[src/rtl/core/b85dec_pkg.sv]
package b85dec_pkg;

   // First and last printable code of the alphabet
   localparam logic [7:0] CharFirst = 8'd33;
   localparam logic [7:0] CharLast  = 8'd126;
   localparam int unsigned TableDepth = 94;

   // Digit code for a character outside the alphabet
   localparam logic [6:0] DigitBad = 7'd85;

   // Digits per group and bytes per group
   localparam logic [2:0] GroupDigits = 3'd5;
   localparam logic [2:0] GroupBytes  = 3'd4;

   // Transaction queue between front and back
   localparam int unsigned QueueDepth = 4;
   localparam int unsigned QueuePtrW  = $clog2(QueueDepth);

   // Character to digit value, ordered from code 33 upwards
   localparam logic [6:0] DigitTable [TableDepth] = '{
      7'd62, 7'd85, 7'd63, 7'd64, 7'd65, 7'd66, 7'd85, 7'd67, 7'd68, 7'd69,
      7'd70, 7'd85, 7'd71, 7'd85, 7'd85, 7'd0,  7'd1,  7'd2,  7'd3,  7'd4,
      7'd5,  7'd6,  7'd7,  7'd8,  7'd9,  7'd85, 7'd72, 7'd73, 7'd74, 7'd75,
      7'd76, 7'd77, 7'd10, 7'd11, 7'd12, 7'd13, 7'd14, 7'd15, 7'd16, 7'd17,
      7'd18, 7'd19, 7'd20, 7'd21, 7'd22, 7'd23, 7'd24, 7'd25, 7'd26, 7'd27,
      7'd28, 7'd29, 7'd30, 7'd31, 7'd32, 7'd33, 7'd34, 7'd35, 7'd85, 7'd85,
      7'd85, 7'd78, 7'd79, 7'd80, 7'd36, 7'd37, 7'd38, 7'd39, 7'd40, 7'd41,
      7'd42, 7'd43, 7'd44, 7'd45, 7'd46, 7'd47, 7'd48, 7'd49, 7'd50, 7'd51,
      7'd52, 7'd53, 7'd54, 7'd55, 7'd56, 7'd57, 7'd58, 7'd59, 7'd60, 7'd61,
      7'd81, 7'd82, 7'd83, 7'd84
   };

   // One queued transaction: a group value with its byte count and padding
   typedef struct packed {
      logic [31:0] value;
      logic [2:0]  nbytes;
      logic [2:0]  pad;
      logic        err;
      logic        eos;
   } entry_type;

   // Queue status seen by the back end
   typedef struct packed {
      logic empty;
      logic full;
   } queue_status_type;

   function automatic logic [6:0] digit_of(input logic [7:0] c);
      logic [6:0] d;
      d = DigitBad;
      if (c >= CharFirst && c <= CharLast) begin
         d = DigitTable[7'(c - CharFirst)];
      end
      return d;
   endfunction

   // 85 raised to the number of pad digits
   function automatic logic [25:0] pad_scale(input logic [2:0] pad);
      logic [25:0] s;
      case (pad)
         3'd1:    s = 26'd85;
         3'd2:    s = 26'd7225;
         3'd3:    s = 26'd614125;
         3'd4:    s = 26'd52200625;
         default: s = 26'd1;
      endcase
      return s;
   endfunction

endpackage

[src/rtl/core/b85dec_front.sv]
module b85dec_front (
   input  logic                   clock,
   input  logic                   reset,
   input  logic                   req_tvalid,
   output logic                   req_tready,
   input  logic [7:0]             req_tdata,   // [7:0] char_code
   input  logic                   req_tlast,   // end_of_stream
   input  b85dec_pkg::queue_status_type q_status,
   output logic                   push,
   output b85dec_pkg::entry_type  push_entry
);

   logic [31:0] acc_ff, acc_in;
   logic [2:0]  cnt_ff, cnt_in;
   logic        failed_ff, failed_in;

   logic        accept;
   logic [6:0]  digit;
   logic [31:0] acc_next;
   logic [2:0]  cnt_inc;

   assign req_tready = !q_status.full;
   assign accept     = req_tvalid && req_tready;
   assign digit      = b85dec_pkg::digit_of(req_tdata);
   assign acc_next   = acc_ff * 32'd85 + {25'd0, digit};
   assign cnt_inc    = cnt_ff + 3'd1;

   // Classify the character and update the partial group
   always_comb begin
      acc_in     = acc_ff;
      cnt_in     = cnt_ff;
      failed_in  = failed_ff;
      push       = 1'b0;
      push_entry = '{value: acc_next, nbytes: 3'd0, pad: 3'd0, err: 1'b0, eos: req_tlast};
      if (accept) begin
         if (failed_ff) begin
            if (req_tlast) begin
               failed_in = 1'b0;
            end
         end else if (digit == b85dec_pkg::DigitBad) begin
            push              = 1'b1;
            push_entry.value  = 32'd0;
            push_entry.nbytes = 3'd1;
            push_entry.err    = 1'b1;
            acc_in            = 32'd0;
            cnt_in            = 3'd0;
            failed_in         = !req_tlast;
         end else if (cnt_inc == b85dec_pkg::GroupDigits) begin
            push              = 1'b1;
            push_entry.nbytes = b85dec_pkg::GroupBytes;
            acc_in            = 32'd0;
            cnt_in            = 3'd0;
         end else if (req_tlast) begin
            // partial group: padded in the back end, a lone digit gives nothing
            push              = (cnt_inc > 3'd1);
            push_entry.nbytes = cnt_inc - 3'd1;
            push_entry.pad    = b85dec_pkg::GroupDigits - cnt_inc;
            acc_in            = 32'd0;
            cnt_in            = 3'd0;
         end else begin
            acc_in = acc_next;
            cnt_in = cnt_inc;
         end
      end
   end

   always_ff @(posedge clock) begin
      if (reset) begin
         acc_ff    <= 32'd0;
         cnt_ff    <= 3'd0;
         failed_ff <= 1'b0;
      end else begin
         acc_ff    <= acc_in;
         cnt_ff    <= cnt_in;
         failed_ff <= failed_in;
      end
   end

endmodule

[src/rtl/core/b85dec_queue.sv]
module b85dec_queue (
   input  logic                   clock,
   input  logic                   reset,
   input  logic                   push,
   input  b85dec_pkg::entry_type  push_entry,
   input  logic                   pop,
   output b85dec_pkg::entry_type  head,
   output b85dec_pkg::queue_status_type status
);

   localparam int unsigned PtrW = b85dec_pkg::QueuePtrW;

   b85dec_pkg::entry_type slot_ff [b85dec_pkg::QueueDepth];
   logic [PtrW-1:0] wr_ptr_ff, wr_ptr_in;
   logic [PtrW-1:0] rd_ptr_ff, rd_ptr_in;
   logic [PtrW:0]   count_ff, count_in;

   assign head         = slot_ff[rd_ptr_ff];
   assign status.empty = (count_ff == '0);
   assign status.full  = (count_ff == (PtrW+1)'(b85dec_pkg::QueueDepth));

   // Pointer and occupancy update
   always_comb begin
      wr_ptr_in = wr_ptr_ff;
      rd_ptr_in = rd_ptr_ff;
      count_in  = count_ff;
      if (push) begin
         wr_ptr_in = wr_ptr_ff + 1'b1;
      end
      if (pop) begin
         rd_ptr_in = rd_ptr_ff + 1'b1;
      end
      if (push && !pop) begin
         count_in = count_ff + 1'b1;
      end else if (pop && !push) begin
         count_in = count_ff - 1'b1;
      end
   end

   always_ff @(posedge clock) begin
      if (reset) begin
         wr_ptr_ff <= '0;
         rd_ptr_ff <= '0;
         count_ff  <= '0;
      end else begin
         wr_ptr_ff <= wr_ptr_in;
         rd_ptr_ff <= rd_ptr_in;
         count_ff  <= count_in;
      end
   end

   // Payload storage
   always_ff @(posedge clock) begin
      if (push) begin
         slot_ff[wr_ptr_ff] <= push_entry;
      end
   end

endmodule

[src/rtl/core/b85dec_back.sv]
module b85dec_back (
   input  logic                   clock,
   input  logic                   reset,
   input  b85dec_pkg::entry_type  head,
   input  b85dec_pkg::queue_status_type q_status,
   output logic                   pop,
   output logic                   rsp_tvalid,
   input  logic                   rsp_tready,
   output logic [7:0]             rsp_tdata,   // [7:0] data_byte
   output logic [2:0]             rsp_tuser,   // [0] byte_valid, [1] error, [2] stream_end
   output logic                   rsp_tlast    // run_last
);

   logic [31:0] word_ff, word_in;
   logic [2:0]  left_ff, left_in;
   logic        err_ff, err_in;
   logic        eos_ff, eos_in;

   logic        taken;
   logic [31:0] padded;
   logic [31:0] scaled;

   assign taken = rsp_tvalid && rsp_tready;
   assign pop   = !q_status.empty && ((left_ff == 3'd0) || (taken && left_ff == 3'd1));

   // Pad a partial group: (v + 1) * 85^m - 1 equals m trailing digits of 84
   assign scaled = (head.value + 32'd1) * {6'd0, b85dec_pkg::pad_scale(head.pad)};
   assign padded = (head.pad == 3'd0) ? head.value : scaled - 32'd1;

   // Byte serialiser, most significant byte first
   always_comb begin
      word_in = word_ff;
      left_in = left_ff;
      err_in  = err_ff;
      eos_in  = eos_ff;
      if (pop) begin
         word_in = padded;
         left_in = head.nbytes;
         err_in  = head.err;
         eos_in  = head.eos;
      end else if (taken) begin
         word_in = {word_ff[23:0], 8'd0};
         left_in = left_ff - 3'd1;
      end
   end

   always_ff @(posedge clock) begin
      if (reset) begin
         left_ff <= 3'd0;
      end else begin
         left_ff <= left_in;
      end
   end

   always_ff @(posedge clock) begin
      word_ff <= word_in;
      err_ff  <= err_in;
      eos_ff  <= eos_in;
   end

   assign rsp_tvalid = (left_ff != 3'd0);
   assign rsp_tdata  = word_ff[31:24];
   assign rsp_tlast  = (left_ff == 3'd1);
   assign rsp_tuser  = {eos_ff && rsp_tlast, err_ff, !err_ff};

endmodule

[src/rtl/core/base85_decoder.sv]
// Streaming base85 decoder, RFC 1924 / Python b85 alphabet.
// Request channel: one character per transaction, code in req_tdata,
// req_tlast marks the last character of a stream.
// Response channel: one byte per transaction in rsp_tdata; rsp_tuser carries
// byte_valid, error and stream_end; rsp_tlast marks the last response caused
// by one character. Five characters give four bytes; a final group of k
// characters gives k-1 bytes. An invalid character gives one error response
// and the rest of that stream is dropped silently.
// Throughput: one character per cycle is accepted while the four-entry
// transaction queue between the classifier and the byte serialiser has room;
// the serialiser sends one byte per cycle while rsp_tready is high. A group
// that a character completes is written to a queue slot and then loaded
// into the serialiser word register, from which its first byte appears on
// the response port.
// The padding multiply sits in the queue-to-serialiser path.
// Reset (synchronous, active high) empties the queue, clears the partial
// group and the failure flag. When the receiver holds rsp_tready low, the
// current byte is held, the queue fills, and req_tready drops once it is full.
module base85_decoder (
   input  logic       clock,
   input  logic       reset,
   input  logic       req_tvalid,
   output logic       req_tready,
   input  logic [7:0] req_tdata,   // [7:0] char_code
   input  logic       req_tlast,   // end_of_stream
   output logic       rsp_tvalid,
   input  logic       rsp_tready,
   output logic [7:0] rsp_tdata,   // [7:0] data_byte
   output logic [2:0] rsp_tuser,   // [0] byte_valid, [1] error, [2] stream_end
   output logic       rsp_tlast    // run_last
);

   logic                         q_push;
   logic                         q_pop;
   b85dec_pkg::entry_type        q_push_entry;
   b85dec_pkg::entry_type        q_head;
   b85dec_pkg::queue_status_type q_status;

   // Classifier and group accumulator
   b85dec_front u_front (
      .clock      (clock),
      .reset      (reset),
      .req_tvalid (req_tvalid),
      .req_tready (req_tready),
      .req_tdata  (req_tdata),
      .req_tlast  (req_tlast),
      .q_status   (q_status),
      .push       (q_push),
      .push_entry (q_push_entry)
   );

   // Transaction queue
   b85dec_queue u_queue (
      .clock      (clock),
      .reset      (reset),
      .push       (q_push),
      .push_entry (q_push_entry),
      .pop        (q_pop),
      .head       (q_head),
      .status     (q_status)
   );

   // Padding and byte serialiser
   b85dec_back u_back (
      .clock      (clock),
      .reset      (reset),
      .head       (q_head),
      .q_status   (q_status),
      .pop        (q_pop),
      .rsp_tvalid (rsp_tvalid),
      .rsp_tready (rsp_tready),
      .rsp_tdata  (rsp_tdata),
      .rsp_tuser  (rsp_tuser),
      .rsp_tlast  (rsp_tlast)
   );

`ifndef SYNTHESIS
   // An error response stands alone and carries no byte
   assert property (@(posedge clock) disable iff (reset)
      rsp_tvalid && rsp_tuser[1] |-> rsp_tlast && !rsp_tuser[0] && rsp_tdata == 8'd0)
      else $error("error response not a lone empty transaction");

   // Stream end only on the last response of a character
   assert property (@(posedge clock) disable iff (reset)
      rsp_tvalid && rsp_tuser[2] |-> rsp_tlast)
      else $error("stream_end outside last response");

   // Nothing pending and room to accept on the first cycle out of reset
   assert property (@(posedge clock)
      $past(reset) && !reset |-> !rsp_tvalid && req_tready)
      else $error("state not cleared by reset");

   // The serialiser only takes from a non-empty queue
   assert property (@(posedge clock) disable iff (reset)
      q_pop |-> !q_status.empty)
      else $error("pop from empty queue");
`endif

endmodule
[config.mk]
export PLATFORM = sky130hd
export DESIGN_NAME = base85_decoder
export DESIGN_NICKNAME = d
export VERILOG_FILES = /design/src/rtl/core/b85dec_pkg.sv /design/src/rtl/core/b85dec_front.sv /design/src/rtl/core/b85dec_queue.sv /design/src/rtl/core/b85dec_back.sv /design/src/rtl/core/base85_decoder.sv
export SDC_FILE = /design/constraint.sdc
export NUM_CORES = 2
export LEC_CHECK = 0
export ABC_AREA = 1
export BUFFER_PORTS_ARGS = -buffer_cell sky130_fd_sc_hd__clkbuf_2
export CAP_MARGIN = 10
export CORE_UTILIZATION = 45
export CTS_CLUSTER_SIZE = 25
export DETAILED_ROUTE_END_ITERATION = 16
export SETUP_SLACK_MARGIN = 0.1
export SKIP_CTS_REPAIR_TIMING = 1
export SKIP_LAST_GASP = 1
export SLEW_MARGIN = 5
export SYNTH_ARGS = -nofsm -noshare
export SYNTH_HDL_FRONTEND = slang
export SYNTH_SLANG_ARGS = --single-unit
[constraint.sdc]
create_clock -name clock -period 11.9 [get_ports clock]
set_input_delay 2.38 -clock clock [delete_from_list [all_inputs] [get_ports clock]]
set_output_delay 2.38 -clock clock [all_outputs]
set_load 0.01 [all_outputs]
# After elaboration in Yosys (flattened, before gate mapping)
# Memories as Yosys holds them, arrays and structs flattened. A register that Yosys moved wholly into a read port is not among the register bits.
# Index checks and enable logic that the tools add are counted.
# word_totals
out_inout_bits	14
word_cells	100
romBits	896
regBits	80
in_bits	13
n_memories	2
ram_bits	160
# memory_table
memory	depth	word_bits	read_ports	rd_ports_with_merged_regs	write_ports	line	rtl
(no name shown)	128	7	1	0	0	b85dec_pkg.sv:52	d = DigitTable[7'(c - CharFirst)];
u_queue.slot_ff	4	40	1	1	1	b85dec_queue.sv:13	b85dec_pkg::entry_type slot_ff [b85dec_pkg::QueueDepth];
# op_classes
reduce_logical	22
muxes	38
n_lt_le_gt_ge	4
n_bitwise	2
n_addsub	12
mul	2
n_eq_ne	8
# ops
op	n
$mux 32	7
$pmux 26 s4	1
$mux 39	2
$mux 3	11
$add 32x1->32 const B	1
$add 32x7->32	1
$mul 32x26->32	1
$mul 32x7->32 const B	1
$sub 32x1->32 const B	1
$mux 7	3
$mux 1	11
$eq 3x3->1 const B	3
$logic_not 3->1	3
$sub 3x1->3 const B	3
$ge 8x6->1 const B	1
$ge 8x8->1 const B	1
$le 8x7->1 const B	1
$logic_and 1x1->1	8
$not 7->8	1
$eq 7x7->1 const B	1
$sub 7x6->7 const B	1
$add 3x1->3 const B	2
$eq 3x1->1 const B	2
$eq 3x2->1 const B	2
other kinds (11)	19

# Logic depth before layout (Yosys ltp)
# logic_depth
depth_word	14
mapped_depth	45
ltp_nobuf	44

# Hierarchy
# From an unflattened synthesis, not the netlist that was laid out.
# hier_totals
hier_cells	3603
area_unflattened_um2	30107.6
# by_module_without_submodules
mod	cells_per_inst	instances	area_each_um2
b85dec_back	2110	1	16582.2
b85dec_front	1048	1	7030.5
b85dec_queue	445	1	6495.0

# Worst setup path after synthesis
# OpenSTA, ideal clock, no wires.
# synth_timing
path_kind	reg-to-reg
from	reg (tool-made name)
to	reg u_back.word_ff[30], data pin
t_arrival_ns	7.568
stages_incl_launch_ff	39
synth_period_minus_slack_ns	7.699
n_path_buf	3
slack_ns	4.201
setup_ns	0.131
path_cell_list	dfxtp_1 > buf_4 > inv_2 > buf_4 > nand3_1 > nand2_1 > buf_2 > ha_1 > inv_1 > nor2_1 > nand2_1 > nor2_4 > nand2_1 > nor3_1 > nand2_1 > xor2_1 > inv_1 > nand2_1 > (+3 left out) > inv_1 > fa_1 > fa_1 > inv_1 > fa_1 > fa_1 > inv_1 > fa_1 > inv_1 > ha_1 > a21oi_1 > nor2_1 > a211oi_1 > o221a_2 > o311ai_0 > or2_2 > nand3_1 > a22o_1
# synth_lines
element	line	rtl
to (signal assigned)	b85dec_back.sv:56	word_ff <= word_in;
to (decl)	b85dec_back.sv:14	logic [31:0] word_ff, word_in;

==> out/summary.txt <==
Outcome: finished clean
Synth Register Bits: 242
Minimum clock period: 10.14 ns
Routed WL per cell: 18.8 um
Number of warnings issued by yosys: 0
CP dominant cell by count: fa_1
Commonest non-fill, non-tap cells in the layout: inv_1, nand2_1, fa_1
TritonCTS clock tree: done
GRT Total Usage: 25.2%
Core area: 63,500 sq um
First-pass DRT Iterations: 6
Worst Path Required: 12.33 ns
WS Path Type: flop to flop
Synth Instances: 3,491
Synth unique cells: 55
Die X-Extent: 257 um
Worst setup SP type: flop
Max-Cap Viols: 0
Clk buf depth: 3
TritonCTS buffer count: 29
Post-Route Skew: 0.0294 ns
Primary FF master, synth: edfxtp_1
FFs w/ async S/R, synth: 0%
CP max stage delay: 0.59 ns
Routed WL: 81,800 um
HPWL Detailed: 67,500 um
# clock sinks: 242
Largest fanout on the critical path: 51
WP data arrival: 10.56 ns
Initial antenna violation count: 1
Share of layout cells above drive strength 1: 5.19%
Die Area: 65,800 sq um
Post-Syn Area: 29,200 sq um
Initial Util: 45.9%
Antenna fix cells: 0
Initial DRC Count: 1,714
RSZ-0062 raised after global routing: false
Fmax: 98.6 MHz
Crit end category: flop
Worst hold path startpoint: u_queue.count_ff[2]$_SDFFE_PP0P_
Total grt overflow: 0
Routed Antenna Nets: 0
Via density: 5.06
Commonest non-fill, non-tap cell in the layout: inv_1
First-pass GRT wire length: 127,000 um
Vias in the first global route: 22,500
CTS H-tree depth: 1
Setup TNS: 0 ns
Worst slew pin tran: 0.910 ns
Final Cycle Share: 85.2%
Avg Cell Area, Syn: 8.35 sq um
Root Driver: clkbuf_16
Die H: 257 um
Syn_nets: 4,168
Slew Limit Fails: 0
Final nets: 4,163
Final setup vio count: 0
CP max-delay cell: dfxtp_2
Final hold viol count: 0
Port Buffer Count: 26
Sequential area share after synthesis: 23.3%
EDFF count, synth: 194
IO Count: 27
Worst-path clk slew: 0.06 ns
Worst Hold Class: flop to flop
# DRC: 0
FP Rows: 92
RePlAce Congestion: 1.03
R2R setup slack: 1.76 ns
Routed vias: 22,100
Clock latency on the worst-skew pair: 0.57 ns
Layout area overhead: 6.52%
Slew Limit Headroom: 39.1%
Pin count of the biggest net entering global routing: 63
==> per-layer routing <==
| layer | vias to the layer above | wire length [um] | GRT usage, % | part of all wire, % |
|---|---|---|---|---|
| met2 | 612 | 39600 | 43.8 | 48 |
| li1 | 10600 | - | - | - |
| met5 | - | 13 | 0 | 0.016 |
| met4 | 2 | 3990 | 10.7 | 4.9 |
| met3 | 177 | 3930 | 2.20 | 4.8 |
| met1 | 10600 | 34300 | 31.9 | 42 |
==> registers in the layout (all words and copies together) (netlist names), named ones only <==
register,count
u_back.eos_ff,1
u_queue.slot_ff,160
u_front.acc_ff,32
u_front.failed_ff,1
u_back.left_ff,3
u_queue.rd_ptr_ff,2
u_queue.count_ff,3
u_front.cnt_ff,3
u_back.word_ff,32
u_queue.wr_ptr_ff,2
u_back.err_ff,1
==> cell type report <==
type	count	area [sq um]
inverters	917	3440
multi-input cells	2249	18500
flip-flops and latches	242	6790
fillers	6297	32500
clock inverters	17	169
clock buffers	36	812
well taps	846	1060
repair buffers	47	288
==> critical path, delay by kind of cell, from the launching register on <==
family,cells,cell delay [ns]
and+or+nand+nor,13,2.54
DFF,1,0.59
buffers and inverters,6,0.75
adders and majority gates,9,4.23
AOI/OAI and AO/OA,5,1.35
xor gates and xnor gates,1,0.47
==> stage by stage <==
step / hold slack, ns / std cells / setup WS (ns) / util, % / cell area (sq um)
6_report: 0.481 / 4354 / 1.76 / 48.9 / 31100
5_1_grt: 0.504 / 4354 / 1.26 / 48.9 / 31100
4_1_cts: 0.483 / 4354 / 1.92 / 48.9 / 31100
3_5_place_dp: 0.472 / 4301 / 1.93 / 47.3 / 30100
3_3_place_gp: 0.468 / 4301 / 1.97 / 47.3 / 30100
2_1_floorplan: 0.453 / 3491 / 4.20 / - / 29200
==> cells in the mapped netlist (7+ instances only) <==
library cell  instances  area share [%]
a31oi_1               8            0.17
o21ai_1               7            0.12
nor3_1               19            0.33
o211ai_1             11            0.28
inv_2                27            0.35
nand2_1             681             8.8
o21ai_0             105             1.8
clkbuf_1             36            0.46
dfxtp_1              48             3.3
fa_1                363              25
a21oi_1             157             2.7
o22ai_1               7            0.15
nand3_1             144             2.5
nand2_2              14            0.30
nand4_1              21            0.45
buf_4                19            0.49
nor2_2               15            0.32
buf_2                14            0.24
ha_1                301              13
xnor2_1              35             1.1
buf_6                10            0.39
nor2_1              254             3.3
xor2_1               48             1.4
inv_1               884              11
edfxtp_1            194              20
==> path summary, 6_finish.rpt <==
path                            cells past startpoint                          endpoint
worst max register to register                     34      u_back.word_ff[30]$_DFFE_PP_
worst max-delay path                               34      u_back.word_ff[30]$_DFFE_PP_
worst min-delay path                                2  u_queue.count_ff[2]$_SDFFE_PP0P_
worst min register to register                      2  u_queue.count_ff[2]$_SDFFE_PP0P_
==> cells by family after synthesis <==
family | synth area share (%)
DFF | 23.3
other | 0.0129
xor gates and xnor gates | 2.64
buffers and inverters | 13.4
and+or+nand+nor | 16.6
adders and majority gates | 37.8
AOI/OAI and AO/OA | 6.22
Power is not shown: default switching activity piles up to over one toggle a cycle in this logic, so the estimate is an artifact.
